## config.mk

```make
export PLATFORM = sky130hd
export DESIGN_NAME = trivium_byte_stream_cipher
export DESIGN_NICKNAME = d
export VERILOG_FILES = /design/src/rtl/core/triv_pkg.sv /design/src/rtl/core/triv_round.sv /design/src/rtl/core/triv_round_chain.sv /design/src/rtl/core/trivium_byte_stream_cipher.sv
export VERILOG_INCLUDE_DIRS = /design/src /design/src/rtl/core
export SDC_FILE = /design/constraint.sdc
export NUM_CORES = 1
export LEC_CHECK = 0
export ABC_AREA = 0
export BUFFER_PORTS_ARGS = -buffer_cell sky130_fd_sc_hd__buf_2
export CAP_MARGIN = 20
export CORE_MARGIN = 4
export CORE_UTILIZATION = 58
export CTS_CLUSTER_SIZE = 14
export DETAILED_ROUTE_END_ITERATION = 8
export PLACE_DENSITY = 0.78
export SLEW_MARGIN = 30
export SYNTH_ARGS = -nofsm -noshare
export SYNTH_HDL_FRONTEND = slang
export SYNTH_HIERARCHICAL = 1
export SYNTH_SLANG_ARGS = --single-unit
```

## constraint.sdc

```tcl
create_clock -name clk -period 2.5 [get_ports clk]
set_input_delay 0.125 -clock clk [delete_from_list [all_inputs] [get_ports clk]]
set_output_delay 0.125 -clock clk [all_outputs]
set_load 0.01 [all_outputs]
```

## src/rtl/core/trivium_byte_stream_cipher_defines.svh

```systemverilog
// assertion macros for the trivium byte stream cipher
// included by the top level; no other dependencies
`ifndef TRIVIUM_BYTE_STREAM_CIPHER_DEFINES_SVH
`define TRIVIUM_BYTE_STREAM_CIPHER_DEFINES_SVH

`ifndef SYNTHESIS

// same-cycle implication, disabled in reset
`define TRIV_ASSERT_IMP(label, clk, rst_n, ante, cons) \
    label: assert property (@(posedge clk) disable iff (!rst_n) (ante) |-> (cons)) \
        else $error("trivium assertion failed");

// next-cycle implication, disabled in reset
`define TRIV_ASSERT_NEXT(label, clk, rst_n, ante, cons) \
    label: assert property (@(posedge clk) disable iff (!rst_n) (ante) |=> (cons)) \
        else $error("trivium assertion failed");

`else

`define TRIV_ASSERT_IMP(label, clk, rst_n, ante, cons)
`define TRIV_ASSERT_NEXT(label, clk, rst_n, ante, cons)

`endif

`endif

```

## src/rtl/core/triv_pkg.sv

```systemverilog
// shared types and constants for the trivium byte stream cipher
// no dependencies; imported by every module of the block
package triv_pkg;

    localparam int LEN_A            = 93;
    localparam int LEN_B            = 84;
    localparam int LEN_C            = 111;
    localparam int KEY_BITS         = 80;
    localparam int CFG_WIDTH        = 64;
    localparam int HIGH_WIDTH       = KEY_BITS - CFG_WIDTH;
    localparam int CFG_IDX_WIDTH    = 2;
    localparam int BYTE_WIDTH       = 8;
    localparam int ROUNDS_PER_CYCLE = 8;
    localparam int WARMUP_ROUNDS    = 1152;
    localparam int WARMUP_CYCLES    = WARMUP_ROUNDS / ROUNDS_PER_CYCLE;
    localparam int WARM_CNT_WIDTH   = $clog2(WARMUP_CYCLES);

    // full 288-bit cipher state, index j of each register is s(base+j)
    typedef struct packed {
        logic [LEN_A-1:0] a;
        logic [LEN_B-1:0] b;
        logic [LEN_C-1:0] c;
    } triv_state_t;

    typedef enum logic [CFG_IDX_WIDTH-1:0] {
        CFG_KEY_LOW  = 2'd0,
        CFG_KEY_HIGH = 2'd1,
        CFG_IV_LOW   = 2'd2,
        CFG_IV_HIGH  = 2'd3
    } cfg_idx_t;

    typedef enum logic {
        ACT_INIT    = 1'b0,
        ACT_ENCRYPT = 1'b1
    } action_t;

    typedef enum logic {
        ST_RUN  = 1'b0,
        ST_WARM = 1'b1
    } ctrl_state_t;

endpackage

```

## src/rtl/core/triv_round.sv

```systemverilog
// one trivium round cell: shifts the three registers by one and emits a keystream bit
// depends on triv_pkg
module triv_round (
    input  triv_pkg::triv_state_t st_in,
    output triv_pkg::triv_state_t st_out,
    output logic                  z
);
    import triv_pkg::*;

    logic t1;
    logic t2;
    logic t3;
    logic t1_fb;
    logic t2_fb;
    logic t3_fb;

    // linear taps and keystream bit
    assign t1 = st_in.a[65] ^ st_in.a[92];
    assign t2 = st_in.b[68] ^ st_in.b[83];
    assign t3 = st_in.c[65] ^ st_in.c[110];
    assign z  = t1 ^ t2 ^ t3;

    // nonlinear feedback into the neighbor register
    assign t1_fb = t1 ^ (st_in.a[90] & st_in.a[91]) ^ st_in.b[77];
    assign t2_fb = t2 ^ (st_in.b[81] & st_in.b[82]) ^ st_in.c[86];
    assign t3_fb = t3 ^ (st_in.c[108] & st_in.c[109]) ^ st_in.a[68];

    // shift each register up by one
    assign st_out.a = {st_in.a[LEN_A-2:0], t3_fb};
    assign st_out.b = {st_in.b[LEN_B-2:0], t1_fb};
    assign st_out.c = {st_in.c[LEN_C-2:0], t2_fb};

endmodule

```

## src/rtl/core/triv_round_chain.sv

```systemverilog
// row of round cells advancing the state eight rounds per clock
// depends on triv_pkg and triv_round
module triv_round_chain (
    input  triv_pkg::triv_state_t                     st_in,
    output triv_pkg::triv_state_t                     st_out,
    output logic [triv_pkg::ROUNDS_PER_CYCLE-1:0]     ks
);
    import triv_pkg::*;

    triv_state_t st_link [ROUNDS_PER_CYCLE+1];
    logic [ROUNDS_PER_CYCLE-1:0] z_bits;

    assign st_link[0] = st_in;

    // each cell hands its state to the next one
    for (genvar i = 0; i < ROUNDS_PER_CYCLE; i++) begin : g_cell
        triv_round u_round (
            .st_in  (st_link[i]),
            .st_out (st_link[i+1]),
            .z      (z_bits[i])
        );
        // first round lands in the msb
        assign ks[ROUNDS_PER_CYCLE-1-i] = z_bits[i];
    end

    assign st_out = st_link[ROUNDS_PER_CYCLE];

endmodule

```

## src/rtl/core/trivium_byte_stream_cipher.sv

```systemverilog
// Trivium stream cipher, one byte per transaction. In an encrypt transaction
// (action = 1) a row of eight round cells advances the 288-bit state
// eight rounds and the data byte is XORed with the eight keystream bits
// (first bit in the msb) into an output register, so a new byte can be
// accepted every cycle while the previous result is taken.
// An initialize transaction (action = 0) loads the key and IV from the
// configuration registers and then runs 1152 warm-up rounds through the
// same cell row, during which in_ready stays low; it returns no result.
// Configuration writes take effect at the next initialize.
`include "trivium_byte_stream_cipher_defines.svh"

module trivium_byte_stream_cipher (
    input  logic                                 clk,
    input  logic                                 rst_n,
    // configuration write port
    input  logic                                 cfg_wr_en,
    input  logic [triv_pkg::CFG_IDX_WIDTH-1:0]   cfg_index,
    input  logic [triv_pkg::CFG_WIDTH-1:0]       cfg_data,
    // input channel
    input  logic                                 in_valid,
    output logic                                 in_ready,
    input  logic                                 action,
    input  logic [triv_pkg::BYTE_WIDTH-1:0]      data_byte,
    // output channel
    output logic                                 out_valid,
    input  logic                                 out_ready,
    output logic [triv_pkg::BYTE_WIDTH-1:0]      cipher_byte
);
    import triv_pkg::*;

    logic [CFG_WIDTH-1:0]      key_low_reg;
    logic [HIGH_WIDTH-1:0]     key_high_reg;
    logic [CFG_WIDTH-1:0]      iv_low_reg;
    logic [HIGH_WIDTH-1:0]     iv_high_reg;

    ctrl_state_t               state_reg;
    ctrl_state_t               state_next;
    logic [WARM_CNT_WIDTH-1:0] warm_cnt_reg;
    logic [WARM_CNT_WIDTH-1:0] warm_cnt_next;
    triv_state_t               triv_reg;
    triv_state_t               triv_next;
    triv_state_t               triv_adv;
    triv_state_t               triv_load;
    logic [BYTE_WIDTH-1:0]     ks;

    logic                      out_valid_reg;
    logic                      out_valid_next;
    logic [BYTE_WIDTH-1:0]     cipher_byte_reg;
    logic [BYTE_WIDTH-1:0]     cipher_byte_next;

    logic                      in_fire;
    logic                      init_fire;
    logic                      enc_fire;

    // configuration registers
    always_ff @(posedge clk or negedge rst_n)
    begin
        if (!rst_n)
        begin
            key_low_reg  <= '0;
            key_high_reg <= '0;
            iv_low_reg   <= '0;
            iv_high_reg  <= '0;
        end
        else if (cfg_wr_en)
        begin
            case (cfg_idx_t'(cfg_index))
                CFG_KEY_LOW:  key_low_reg  <= cfg_data;
                CFG_KEY_HIGH: key_high_reg <= cfg_data[HIGH_WIDTH-1:0];
                CFG_IV_LOW:   iv_low_reg   <= cfg_data;
                CFG_IV_HIGH:  iv_high_reg  <= cfg_data[HIGH_WIDTH-1:0];
                default:
                begin
                end
            endcase
        end
    end

    // eight rounds per clock
    triv_round_chain u_chain (
        .st_in  (triv_reg),
        .st_out (triv_adv),
        .ks     (ks)
    );

    // key and iv load image, three ones at the top of register c
    assign triv_load.a = {{(LEN_A-KEY_BITS){1'b0}}, key_high_reg, key_low_reg};
    assign triv_load.b = {{(LEN_B-KEY_BITS){1'b0}}, iv_high_reg, iv_low_reg};
    assign triv_load.c = {3'b111, {(LEN_C-3){1'b0}}};

    // handshake
    assign in_ready  = (state_reg == ST_RUN) && (!out_valid_reg || out_ready);
    assign in_fire   = in_valid && in_ready;
    assign init_fire = in_fire && (action_t'(action) == ACT_INIT);
    assign enc_fire  = in_fire && (action_t'(action) == ACT_ENCRYPT);

    // control, state update and output register next values
    always_comb
    begin
        state_next       = state_reg;
        warm_cnt_next    = warm_cnt_reg;
        triv_next        = triv_reg;
        out_valid_next   = out_valid_reg;
        cipher_byte_next = cipher_byte_reg;

        if (out_valid_reg && out_ready)
        begin
            out_valid_next = 1'b0;
        end

        case (state_reg)
            ST_RUN:
            begin
                if (init_fire)
                begin
                    triv_next     = triv_load;
                    state_next    = ST_WARM;
                    warm_cnt_next = WARM_CNT_WIDTH'(WARMUP_CYCLES - 1);
                end
                else if (enc_fire)
                begin
                    triv_next        = triv_adv;
                    out_valid_next   = 1'b1;
                    cipher_byte_next = data_byte ^ ks;
                end
            end
            ST_WARM:
            begin
                triv_next = triv_adv;
                if (warm_cnt_reg == '0)
                begin
                    state_next = ST_RUN;
                end
                else
                begin
                    warm_cnt_next = warm_cnt_reg - 1'b1;
                end
            end
            default:
            begin
                state_next = ST_RUN;
            end
        endcase
    end

    // control registers and cipher state
    always_ff @(posedge clk or negedge rst_n)
    begin
        if (!rst_n)
        begin
            state_reg     <= ST_RUN;
            warm_cnt_reg  <= '0;
            triv_reg      <= '0;
            out_valid_reg <= 1'b0;
        end
        else
        begin
            state_reg     <= state_next;
            warm_cnt_reg  <= warm_cnt_next;
            triv_reg      <= triv_next;
            out_valid_reg <= out_valid_next;
        end
    end

    // output payload
    always_ff @(posedge clk)
    begin
        cipher_byte_reg <= cipher_byte_next;
    end

    assign out_valid   = out_valid_reg;
    assign cipher_byte = cipher_byte_reg;

    // checks
    `TRIV_ASSERT_IMP(a_no_accept_in_warmup, clk, rst_n, in_ready, state_reg == ST_RUN)
    `TRIV_ASSERT_NEXT(a_init_starts_warmup, clk, rst_n, init_fire, (state_reg == ST_WARM) && (warm_cnt_reg == WARM_CNT_WIDTH'(WARMUP_CYCLES - 1)))
    `TRIV_ASSERT_NEXT(a_encrypt_gives_result, clk, rst_n, enc_fire, out_valid)
    `TRIV_ASSERT_NEXT(a_warmup_ends, clk, rst_n, (state_reg == ST_WARM) && (warm_cnt_reg == '0), state_reg == ST_RUN)

endmodule

```

# Yosys cells after proc, flatten, opt, wreduce, memory -nomap -nowiden
# Index checks and enable logic that the tools add are counted.
[totals] regBits=466 inputBits=80
[op_classes] addsub=1 eq_ne=6 n_mux=13 bitwise=116 n_reduce_logical=15
[ops] operator="$mux W288" n=2
[ops] operator="$pmux W288 S2" n=1
[ops] operator="$xor A1 B1 Y1" n=88
[ops] operator="$and A1 B1 Y1" n=24
[ops] operator="$mux W8" n=2
[ops] operator="$pmux W8 S2" n=1
[ops] operator="$reduce_and A2 Y1" n=5
[ops] operator="$logic_not A8 Y1" n=1
[ops] operator="$sub A8 B1 Y8 const B" n=1
[ops] operator="$xor A8 B8 Y8" n=1
[ops] operator="$mux W1" n=6
[ops] operator="$logic_and A1 B1 Y1" n=5
[ops] operator="$eq A2 B2 Y1 const B" n=2
[ops] operator="$ne A2 B2 Y1 const B" n=2
[ops] operator="$ne A3 B3 Y1 const B" n=1
[ops] operator="$not A1 Y1" n=3
[ops] operator="$reduce_and A3 Y1" n=1
[ops] operator="$eq A2 B1 Y1 const B" n=1
[ops] operator="$logic_not A2 Y1" n=1
[ops] operator="$pmux W1 S2" n=1
[ops] operator="$logic_not A1 Y1" n=1
[ops] operator="$logic_or A1 B1 Y1" n=1

# Depth between registers and ports, before layout
# Gate-level depths: netlist of the first run.
[depth] ltp_word=8 ltp_mapped=11 mapped_depth_nobuf=5

# Cells and area by module
# Netlist of the first run, hierarchy kept.
[modules_own_cells] mod="trivium_byte_stream_cipher" instances=1 cells_per_inst=1270 area_per_inst_um2=18632.9 seq_area_each_um2=11701.2
[modules_own_cells] mod="triv_round" instances=8 cells_per_inst=298 area_per_inst_um2=2308.5 seq_area_each_um2=0.0

# Worst setup path after synthesis of the first run
# No wires, ideal clock.
[synth_timing] kind="register -> register" from="reg triv_reg[285] in the netlist's numbering" to="reg triv_reg[116] in the netlist's numbering" t_arrival_ps=2186 required_time_ps=2374 path_slack_ps=188 path_stages_with_launch=12 path_buffers=8 path_cell_list="dfrtp_1 buf_4 buf_4 xnor2_1 xor3_1 buf_4 buf_4 buf_4 buf_4 buf_4 buf_4 a221o_1"
[synth_between] elab_chain_len=6
[synth_lines] item="start, declared" line_no="trivium_byte_stream_cipher.sv:40" rtl="triv_state_t triv_reg;"
[synth_lines] item="start signal, assigned" line_no="trivium_byte_stream_cipher.sv:160" rtl="triv_reg <= triv_next;"
[synth_lines] item="$xor A1 B1 Y1 (*)" line_no="triv_round.sv:18" rtl="assign t1 = st_in.a[65] ^ st_in.a[92];"
[synth_lines] item="$xor A1 B1 Y1 (*) (2 in a row)" line_no="triv_round.sv:24" rtl="assign t1_fb = t1 ^ (st_in.a[90] & st_in.a[91]) ^ st_in.b[77];"
[synth_lines] item="via u_chain.g_cell[2].u_round.t1_fb" line_no="triv_round.sv:13" rtl="logic t1_fb;"
[synth_lines] item="$mux W288" line_no="trivium_byte_stream_cipher.sv:120" rtl="else if (enc_fire)"
[synth_lines] item="$mux W288" line_no="trivium_byte_stream_cipher.sv:114" rtl="if (init_fire)"
[synth_lines] item="$pmux W288 S2 (*)" line_no="trivium_byte_stream_cipher.sv:111" rtl="case (state_reg)"
# The timed path passes the listed nets; every way through them passes the cells marked *. The select of a mux whose other input is x is not followed.
# A chain may end at the register's enable or synchronous reset.

# Worst setup path in the final report of the first run
[layout_timing] from="reg state_reg" to="reg out_valid_reg, in the netlist out_valid"
[layout_between] elab_chain_len=7
[layout_lines] item="start, declared" line_no="trivium_byte_stream_cipher.sv:36" rtl="ctrl_state_t state_reg;"
[layout_lines] item="start signal, assigned" line_no="trivium_byte_stream_cipher.sv:158" rtl="state_reg <= state_next;"
[layout_lines] item="$not A1 Y1"
[layout_lines] item="$logic_and A1 B1 Y1" line_no="trivium_byte_stream_cipher.sv:92" rtl="assign in_ready = (state_reg == ST_RUN) && (!out_valid_reg || out_ready);"
[layout_lines] item="$logic_and A1 B1 Y1" line_no="trivium_byte_stream_cipher.sv:93" rtl="assign in_fire = in_valid && in_ready;"
[layout_lines] item="$logic_and A1 B1 Y1" line_no="trivium_byte_stream_cipher.sv:95" rtl="assign enc_fire = in_fire && (action_t'(action) == ACT_ENCRYPT);"
[layout_lines] item="$mux W1" line_no="trivium_byte_stream_cipher.sv:120"
[layout_lines] item="$mux W1" line_no="trivium_byte_stream_cipher.sv:114"
[layout_lines] item="$mux W1 (*)" line_no="trivium_byte_stream_cipher.sv:111"
[layout_lines] item="via out_valid_next" line_no="trivium_byte_stream_cipher.sv:47" rtl="logic out_valid_next;"
[layout_lines] item="end signal, assigned" line_no="trivium_byte_stream_cipher.sv:161" rtl="out_valid_reg <= out_valid_next;"
[layout_lines] item="end, declared" line_no="trivium_byte_stream_cipher.sv:46" rtl="logic out_valid_reg;"
# The timed path passes the listed nets; every way through them passes the cells marked *.

==> results.yml, run 1 <==
clock_network:
  cts_buffers: 49
  cts_tree: "built"
  clock_latency_ns: 0.60
  cts_root_buf: "clkbuf_16"
  cts_setup_buffers: 0
  path_clk_slew_ns: 0.06
  cts_resized: 0
  clock_path_buffers: 3
  htree_levels: 2
  clkSinkCount: 466
synth:
  ys_ff_latch: 466
  syn_inst: 3654
  synthAdderAreaFrac_pct: 0.0674
  synth_edf_count: 8
  synth_compound_area_share_pct: 7.70
  synth_area_per_cell_um2: 10.2
  netlist_top_cells_area: "buf_4 (47%), dfrtp_1 (31%), mux2_2 (4.9%)"
  synth_area_um2: 37100
  synthArstFlopShare_pct: 98.3
  synth_top_family_by_area: "buffers and inverters"
  synth_cell_types: 44
  yosysTopAreaCellShare_pct: 46.6
  yosysWarnings: 6
  synth_nets: 3736
  synth.largest_area_cell: "buf_4"
  synth_ff_type: "dfrtp_1"
  ys_seq_area_share_pct: 31.5
  synth_xor_xnor_area_share_pct: 3.10
  synth-simple-area-share_pct: 4.48
  synth_mux_area_share_pct: 4.94
drt:
  wl_met1_um: 20700
  avgRoutedWirePerCell_um: 21.0
  dr_wl_met3_um: 2590
  topRoutingLayerUsed: "met4"
  drt_iter0_markers: 1011
  routed_wl_um: 49300
  drcViolationCount: 0
  vias_per_cell: 5.46
  first_pass_iters: 5
  ant_nets: 0
  vias: 12808
  met2_length_um: 24300
finish:
  multi_input_area_um2: 7560
  drive_above_1_share_pct: 25.7
  syn_to_final_growth_pct: -36.2
  layout_common_cells: "dfrtp_1 (458), mux2_2 (160), and4_1 (160), a221o_1 (160), a22o_1 (125)"
  postLayoutCellArea_um2: 23700
  n_fill_cell: 5807
  layout.nets: 1545
  register_area_um2: 11700
  final_cell_count_no_fill: 2345
  final_common_cell: "dfrtp_1"
  final_util_pct: 37.5
  largest_reg_flops: 288
run:
  maxCapViolations: 0
placed_design:
  place_area_um2: 21300
  hpwl_um: 32000
  place_inst: 2181
  io_buffers: 89
  dpl_worst_slack_ns: 0.601
  place.gp.congestion: 0.830
setup_path:
  cp.arrival_ns: 2.56
  path_class: "flop to flop"
  start_kind: "flop"
  crit_slowest_cell: "dfrtp_1"
  crit_chain: "nand3b_1, dlygate4sd3_1, nand2_1, dlygate4sd3_1"
  cp.required_ns: 2.97
  cp_max_fo: 12
  cpPeakStageDelay_ns: 0.65
  path_delay_family: "buffers and inverters"
  end_kind: "flop"
  path_buf_inv: 2
  crit_path_frequent_cell: "dlygate4sd3_1"
hold_path:
  hold_class: "input port to flop"
global_route:
  grt_pass1_wl_um: 78900
  grt_max_degree: 161
  grt_overflow: 0
  antenna_found_initial: 1
  grt_pass1_vias: 13236
  track_usage_pct: 14.5
floorplan:
  die_w_um: 261
  num_io_pins: 90
  coreArea_um2: 63200
  initial_core_util_pct: 58.7
  die_area_um2: 68100
  die_h_um: 261
  rows: 92
sta:
  rsz0062_at_grt: "no"
  maxSlewHeadroom_pct: 42.6
  period_needed_ns: 2.09
  setup_tns_ns: 0
  final_hold_viol_count: 0
  fmax_mhz: 478
  maxSlewViolCount: 0
  period_share_pct: 83.7
  setup_violations: 0
  worst_clock_skew_ns: 0.0261
  setup_ws_ns: 0.408
  tightest_slew_ns: 0.862
outcome:
  status: "completed"
power:
  peakVddDrop_uv: 639
  p_leak_nw: 10.6
  power-per-cell-area_nw_per_um2: 1240
## power by group
part	leakage (nW)	internal [mW]	switching, mW
logic	4.13	5.28	3.68
clock network	0.804	4.20	3.07
registers	5.65	10.5	2.55
total	10.6	20.0	9.29
## final cells by class
cell class | instances | share of cell area (%)
sequential | 466 | 49.4
antenna | 1 | 0.0106
clock inverter | 18 | 0.888
timing repair buffer | 197 | 7.18
tap | 846 | 4.47
multi-input combinational | 745 | 32.0
clock buffer | 68 | 5.99
inverter | 4 | 0.0634
## routing by layer
| metal | up-vias | GRT usage (%) |
|---|---|---|
| met5 | - | 0 |
| met4 | 0 | 5.25 |
| met3 | 92 | 2.43 |
| met2 | 382 | 23.8 |
| met1 | 6740 | 19.5 |
| li1 | 5594 | - |
## logic make-up (layout without fill, tap and decap cells)
group,count (synthesis),in the layout
compound gates,306,306
xor+xnor,64,64
fa+ha+maj,2,2
buf+inv,2443,287
flops,466,466
mux,163,163
other cells,0,1
simple gates,210,210
## synthesized netlist by cell type (all sizes together), types with 3 or more instances
cell type,count
nand3b,3
a22o,125
xnor3,8
mux2,160
o21ai,3
and4,160
xnor2,24
xor2,8
nand3,3
a21oi,3
inv,4
a221o,160
a31oi,3
mux2i,3
buf,2362
xor3,24
clkbuf,77
o22a,3
edfxtp,8
nand2,27
or4,5
dfrtp,458
## tightest hold or removal path, delay by kind of cell
family          cells  cell delay [ns]
buf+inv             1             0.09
mux                 1             0.07
compound gates      1             0.22
simple gates        1             0.08
## through the flow
step | hold slack (ns) | power, mW
final | 0.0357 | 29.3
after global routing | 0.0895 | 30.8
after CTS | 0.00355 | 29.5
after detailed placement | 0.136 | 21.9
after global placement | 0.137 | 21.5
after floorplan | -0.171 | 44.8
## final timing paths
kind                                          startpoint                     endpoint  slack, ns  cells after the start
worst min register to register  triv_reg[29]$_DFFE_PN0P_     triv_reg[37]$_DFFE_PN0P_       0.49                      1
min in group asynchronous                          rst_n     triv_reg[30]$_DFFE_PN0P_       0.15                      2
worst min-delay path                           out_ready  warm_cnt_reg[4]$_DFFE_PN0P_       0.04                      4
max in group asynchronous                          rst_n     triv_reg[51]$_DFFE_PN0P_       1.42                      3
worst max-delay path                 state_reg$_DFF_PN0_          out_valid$_DFF_PN0_       0.41                      4
worst max register to register       state_reg$_DFF_PN0_          out_valid$_DFF_PN0_       0.41                      4
## timing repair
action                                  CTS  global route
endpoints found under the setup margin    0             0
hold buffers                             77             0
hold endpoints to repair                446             0
Note: power is estimated with default switching activity, not from simulation.
==> run 2: changes to the inputs <==
==> constraint.sdc (replaced) <==
create_clock -name clk -period 1.9 [get_ports clk]
set_input_delay 0.095 -clock clk [delete_from_list [all_inputs] [get_ports clk]]
set_output_delay 0.095 -clock clk [all_outputs]
set_load 0.01 [all_outputs]
==> run 2 against run 1 <==
Net effect: combinational power increased by 32%; worst setup slack lost 0.32 ns; non-clock buffer count is 7 higher; first-iteration DRC count increased by 19%; largest power group unchanged; sequential share of layout area fell by 0.47 points; final cell count rose by 0.38%; highest routed layer unchanged; register-to-register slack worse by 0.32 ns; via count is 2.0% higher.
==> results.yml, run 2 (synthesis results as in run 1) <==
outcome:
  status: "completed"
drt:
  vias: 13068
  drt_iter0_markers: 1204
  vias_per_cell: 5.55
  first_pass_iters: 5
  ant_nets: 0
  routed_wl_um: 51100
  avgRoutedWirePerCell_um: 21.7
  drcViolationCount: 0
sta:
  maxSlewHeadroom_pct: 60.3
  worst_clock_skew_ns: 0.0531
  rsz0062_at_grt: "no"
  final_hold_viol_count: 0
  maxSlewViolCount: 0
  period_needed_ns: 1.81
  period_share_pct: 95.3
  fmax_mhz: 553
  tightest_slew_ns: 0.592
  setup_violations: 0
  hold_slack_ns: 0.0394
run:
  maxCapViolations: 0
setup_path:
  end_kind: "flop"
  rrSetupSlack_ns: 0.09
  endpoint: "warm_cnt_reg[1]$_DFFE_PN0P_"
  rr_worst_depth: 3
  r2r_start: "warm_cnt_reg[3]$_DFFE_PN0P_"
  r2r_end: "warm_cnt_reg[1]$_DFFE_PN0P_"
  cp_max_fo: 7
  start_kind: "flop"
  crit_start: "warm_cnt_reg[3]$_DFFE_PN0P_"
  cp.arrival_ns: 2.30
  cp.required_ns: 2.39
  path_class: "flop to flop"
floorplan:
  die_h_um: 261
  die_area_um2: 68100
  initial_core_util_pct: 58.7
  coreArea_um2: 63200
  die_w_um: 261
  rows: 92
  num_io_pins: 90
clock_network:
  path_clk_slew_ns: 0.06
  cts_root_buf: "clkbuf_16"
  clkSinkCount: 466
  clock_path_buffers: 3
  cts_setup_buffers: 0
  htree_levels: 2
  clock_latency_ns: 0.61
  cts_buffers: 47
  cts_tree: "built"
global_route:
  antenna_found_initial: 4
  grt_max_degree: 148
  grt_overflow: 0
  track_usage_pct: 14.8
  grt_pass1_wl_um: 80000
  grt_pass1_vias: 13091
finish:
  n_fill_cell: 5785
  layout.nets: 1550
  drive_above_1_share_pct: 27.2
  syn_to_final_growth_pct: -35.6
  final_cell_count_no_fill: 2354
  final_common_cell: "dfrtp_1"
  largest_reg_flops: 288
  layout_common_cells: "dfrtp_1 (458), mux2_2 (160), and4_1 (160), a221o_1 (160), a22o_1 (125)"
hold_path:
  hold_start: "out_ready"
  hold_class: "input port to flop"
power:
  p_leak_nw: 10.7
  power-per-cell-area_nw_per_um2: 1610
  power_mw: 38.4
  peakVddDrop_uv: 870
placed_design:
  place.gp.congestion: 0.896
  hpwl_um: 33000
  io_buffers: 89
  place_inst: 2189
run 2: cell types whose count changed in the layout (fill, tap and decap cells not counted), moves of 6 or more:
cell / change
nand2_1: -10
xnor2_1: -8
buf_12: +6
clkinv_2: +6
xnor2_4: +7
nand2_2: +10
run 2: what timing repair did:
item | CTS | global route
endpoints found under the setup margin | 0 | 3
hold endpoints to repair | 629 | 0
hold buffers | 76 | 0
resized for setup | 0 | 2
run 2: worst max-delay path, cell delays in order (launching register included):
cell,delay (ns)
dfrtp_1,0.45
or4_4,0.58
o41ai_2,0.46
mux2i_1,0.24
run 2: final cells by class:
| cell class | count | area, um2 | area share [%] |
|---|---|---|---|
| sequential | 466 | 11700 | 49.0 |
| multi-input combinational | 745 | 7730 | 32.4 |
| timing repair buffer | 204 | 1820 | 7.63 |
| clock buffer | 64 | 1330 | 5.57 |
| tap | 846 | 1060 | 4.43 |
| clock inverter | 21 | 219 | 0.916 |
| inverter | 4 | 15.0 | 0.0628 |
| antenna | 4 | 10.0 | 0.0419 |
run 2: metal layers:
metal  up-vias  track usage, %  wire (um)
met5         -               0          0
met4         0            4.34       1540
met3        97            3.14       3420
met2       460            23.5      24400
met1      6896            20.5      21800
li1       5615               -          -
run 2: per-stage QoR:
stage / cell area (um2) / setup TNS, ns / worst slack [ns] / util, %
2_1_floorplan: 38100 / -1.86 / -0.143 / -
3_3_place_gp: 21600 / 0 / 0.123 / 34.1
3_5_place_dp: 21600 / 0 / 0.0420 / 34.1
4_1_cts: 23900 / 0 / 0.0302 / 37.8
5_1_grt: 23900 / 0 / 0.0336 / 37.8
6_report: 23900 / 0 / 0.0902 / 37.8
run 2: worst min-delay path by stage:
stage / depth (start not counted) / slack (ns) / end
after detailed placement: 1 / 0.06 / warm_cnt_reg[7]$_DFFE_PN0P_
after floorplan: 0 / -0.20 / iv_high_reg[0]$_DFFE_PN0P_
after global placement: 1 / 0.06 / warm_cnt_reg[6]$_DFFE_PN0P_
final: 4 / 0.04 / warm_cnt_reg[4]$_DFFE_PN0P_
after global routing: 4 / 0.06 / warm_cnt_reg[4]$_DFFE_PN0P_
after CTS: 4 / 0.02 / warm_cnt_reg[4]$_DFFE_PN0P_
run 2: report_power, final:
part / switching [mW] / internal (mW)
registers: 3.55 / 13.9
clock network: 4.07 / 5.13
logic: 4.80 / 6.98
total: 12.4 / 26.0
==> run 3: changes to the inputs <==
--- a/config.mk
+++ b/config.mk
@@ -10,12 +10,11 @@
 export BUFFER_PORTS_ARGS = -buffer_cell sky130_fd_sc_hd__buf_2
 export CAP_MARGIN = 20
 export CORE_MARGIN = 4
-export CORE_UTILIZATION = 58
+export CORE_UTILIZATION = 62
 export CTS_CLUSTER_SIZE = 14
 export DETAILED_ROUTE_END_ITERATION = 8
-export PLACE_DENSITY = 0.78
+export PLACE_DENSITY = 0.8
 export SLEW_MARGIN = 30
 export SYNTH_ARGS = -nofsm -noshare
 export SYNTH_HDL_FRONTEND = slang
-export SYNTH_HIERARCHICAL = 1
 export SYNTH_SLANG_ARGS = --single-unit
==> constraint.sdc (replaced) <==
create_clock -name clk -period 2.2 [get_ports clk]
set_input_delay 0.11 -clock clk [delete_from_list [all_inputs] [get_ports clk]]
set_output_delay 0.11 -clock clk [all_outputs]
set_load 0.01 [all_outputs]
==> run 3 against run 2 <==
Net effect: sequential share of layout area rose by 4.3 points; core utilization is 36 points higher; die area down 51%; worst setup slack better by 0.37 ns; global-route usage up 13 points; power down 18%; clock skew is 0.040 ns lower; register-to-register slack improved by 0.37 ns; final cell count is 12% lower; critical path depth increased by 3; critical endpoint is now triv_reg[147]$_DFFE_PN0P_; largest cell class unchanged; largest power group unchanged; highest routed layer unchanged.
==> results.yml, run 3 <==
outcome:
  status: "completed"
clock_network:
  clkSinkCount: 466
  cts_resized: 0
  cts_tree: "built"
  path_clk_slew_ns: 0.06
  cts_root_buf: "clkbuf_16"
  cts_buffers: 47
  clock_latency_ns: 0.55
  clock_path_buffers: 3
  htree_levels: 2
sta:
  worst_clock_skew_ns: 0.0135
  period_needed_ns: 1.74
  final_hold_viol_count: 0
  setup_violations: 0
  tightest_slew_ns: 0.529
  setup_tns_ns: 0
  rsz0062_at_grt: "no"
  fmax_mhz: 573
  maxSlewViolCount: 0
  period_share_pct: 79.3
  maxSlewHeadroom_pct: 64.5
setup_path:
  start_kind: "flop"
  cp.arrival_ns: 2.23
  cp.required_ns: 2.69
  cp_max_fo: 48
  path_class: "flop to flop"
  end_kind: "flop"
finish:
  syn_to_final_growth_pct: 16.1
  largest_reg_flops: 288
  layout.nets: 1725
  drive_above_1_share_pct: 21.7
  final_common_cell: "dfrtp_1"
  final_cell_count_no_fill: 2069
  layout_common_cells: "dfrtp_1 (458), nand2_1 (320), mux2_2 (160), a22oi_1 (160), a22o_1 (125)"
synth:
  synthArstFlopShare_pct: 98.3
  ys_seq_area_share_pct: 61.8
  ys_top_cells_by_count: "dfrtp_1 (458), nand2_1 (320), a22oi_1 (160), mux2_2 (160), a22o_1 (125)"
  synth_ff_type: "dfrtp_1"
  synth_cell_types: 37
  syn_inst: 1495
  synth_nets: 1577
  ys_ff_latch: 466
  netlist_top_cells_area: "dfrtp_1 (61%), mux2_2 (9.5%), a22oi_1 (6.3%)"
  yosysMostFrequentCell: "dfrtp_1"
  yosysTopAreaCellShare_pct: 60.5
  synth.largest_area_cell: "dfrtp_1"
  synth_edf_count: 8
  synth_area_um2: 18900
  yosysWarnings: 0
  synth_area_per_cell_um2: 12.7
placed_design:
  place.gp.congestion: 0.872
  hpwl_um: 28400
  io_buffers: 89
  place_inst: 1910
drt:
  drt_iter0_markers: 1129
  ant_nets: 0
  vias: 12691
  avgRoutedWirePerCell_um: 22.1
  first_pass_iters: 5
  drcViolationCount: 0
  vias_per_cell: 6.13
  routed_wl_um: 45700
power:
  switching_share_pct: 33.7
  switchingPower_mw: 10.6
  p_int_mw: 20.9
  pwr-share-clk_pct: 24.1
  combPwrFrac_pct: 28.3
  peakVddDrop_uv: 859
  power-per-cell-area_nw_per_um2: 1440
  p_seq_share_pct: 47.6
  p_leak_nw: 10.2
  power_mw: 31.6
global_route:
  track_usage_pct: 27.7
  antenna_found_initial: 1
  grt_overflow: 0
  grt_max_degree: 96
  grt_pass1_vias: 13228
  grt_pass1_wl_um: 73400
floorplan:
  die_w_um: 183
  die_h_um: 183
  coreArea_um2: 29900
  num_io_pins: 90
  rows: 63
  die_area_um2: 33400
  initial_core_util_pct: 63.4
run:
  maxCapViolations: 0
hold_path:
  hold_class: "input port to flop"
run 3: cell count changes after synthesis, sizes merged, moves of 6 or more:
cell    previous run  this run
clkbuf            77         5
xnor3              8         0
nand2             27       320
xor3              24         0
a22oi              0       160
xnor2             24        80
o22ai              0        16
and4             160         0
xor2               8        16
nor2               2         8
buf             2362        95
a221o            160         0
run 3: what timing repair did:
item	in CTS	in global routing
endpoints found under the hold margin	596	0
hold buffers	74	0
setup buffers	0	0
run 3: through the flow:
| step | hold WS [ns] | area (um2) | utilization (%) | worst slack, ns |
|---|---|---|---|---|
| 2_1_floorplan | -0.186 | 18900 | - | 0.157 |
| 3_3_place_gp | 0.0749 | 19700 | 66.1 | 0.567 |
| 3_5_place_dp | 0.0768 | 19700 | 66.1 | 0.499 |
| 4_1_cts | 0.0123 | 22000 | 73.5 | 0.475 |
| 5_1_grt | 0.0264 | 22000 | 73.5 | 0.311 |
| 6_report | 0.0234 | 22000 | 73.5 | 0.456 |
run 3: final cells by class:
cell class | instances | area, um2
Sequential cell | 466 | 11700
Clock buffer | 71 | 1390
Inverter | 3 | 11.3
Antenna cell | 1 | 2.50
Multi-Input combinational cell | 926 | 6620
Fill cell | 1850 | 7910
Timing Repair Buffer | 199 | 1670
Clock inverter | 13 | 90.1
Tap cell | 390 | 488
run 3: power by group through the flow:
stage | Sequential, mW | Combinational [mW] | Clock [mW]
final | 15.0 | 8.93 | 7.61
after global routing | 15.3 | 9.77 | 8.07
after floorplan | 13.9 | 6.49 | 0
after CTS | 14.9 | 8.96 | 7.72
after global placement | 14.9 | 8.37 | 0
after detailed placement | 14.9 | 8.70 | 0
run 3: worst max-delay path, stage by stage (launching register included):
cell,delay (ns)
dfrtp_1,0.36
nand2b_1,0.21
a21oi_4,0.28
buf_12,0.28
buf_4,0.33
a22oi_1,0.12
nand2_1,0.09
run 3: final timing paths:
check,cells past startpoint,slack [ns],to,from
worst max register to register,6,0.46,triv_reg[147]$_DFFE_PN0P_,out_valid$_DFF_PN0_
max in group asynchronous,3,1.32,triv_reg[285]$_DFFE_PN0P_,rst_n
worst min register to register,2,0.48,triv_reg[166]$_DFFE_PN0P_,triv_reg[158]$_DFFE_PN0P_
worst max-delay path,6,0.46,triv_reg[147]$_DFFE_PN0P_,out_valid$_DFF_PN0_
min in group asynchronous,2,0.08,triv_reg[41]$_DFFE_PN0P_,rst_n
worst min-delay path,3,0.02,cipher_byte[5]$_DFFE_PP_,data_byte[5]
run 3: cells by family (layout without fill, tap and decap cells):
kind of cell | Yosys count | after routing | synth area share, %
flops | 466 | 466 | 61.8
simple gates | 350 | 350 | 7.36
compound gates | 313 | 313 | 13.1
mux | 165 | 165 | 9.78
buf+inv | 103 | 286 | 3.34
xor+xnor | 96 | 96 | 4.44
fa+ha+maj | 2 | 2 | 0.132
other cells | 0 | 1 | 0
run 3: per-layer routing:
layer | vias to the layer above | global-route usage, % | share of wire [%]
met5 | - | 0 | 0
met4 | 0 | 11.6 | 4.6
met3 | 124 | 4.13 | 6.2
met2 | 467 | 44.7 | 48
met1 | 6515 | 38.4 | 41
li1 | 5585 | - | -
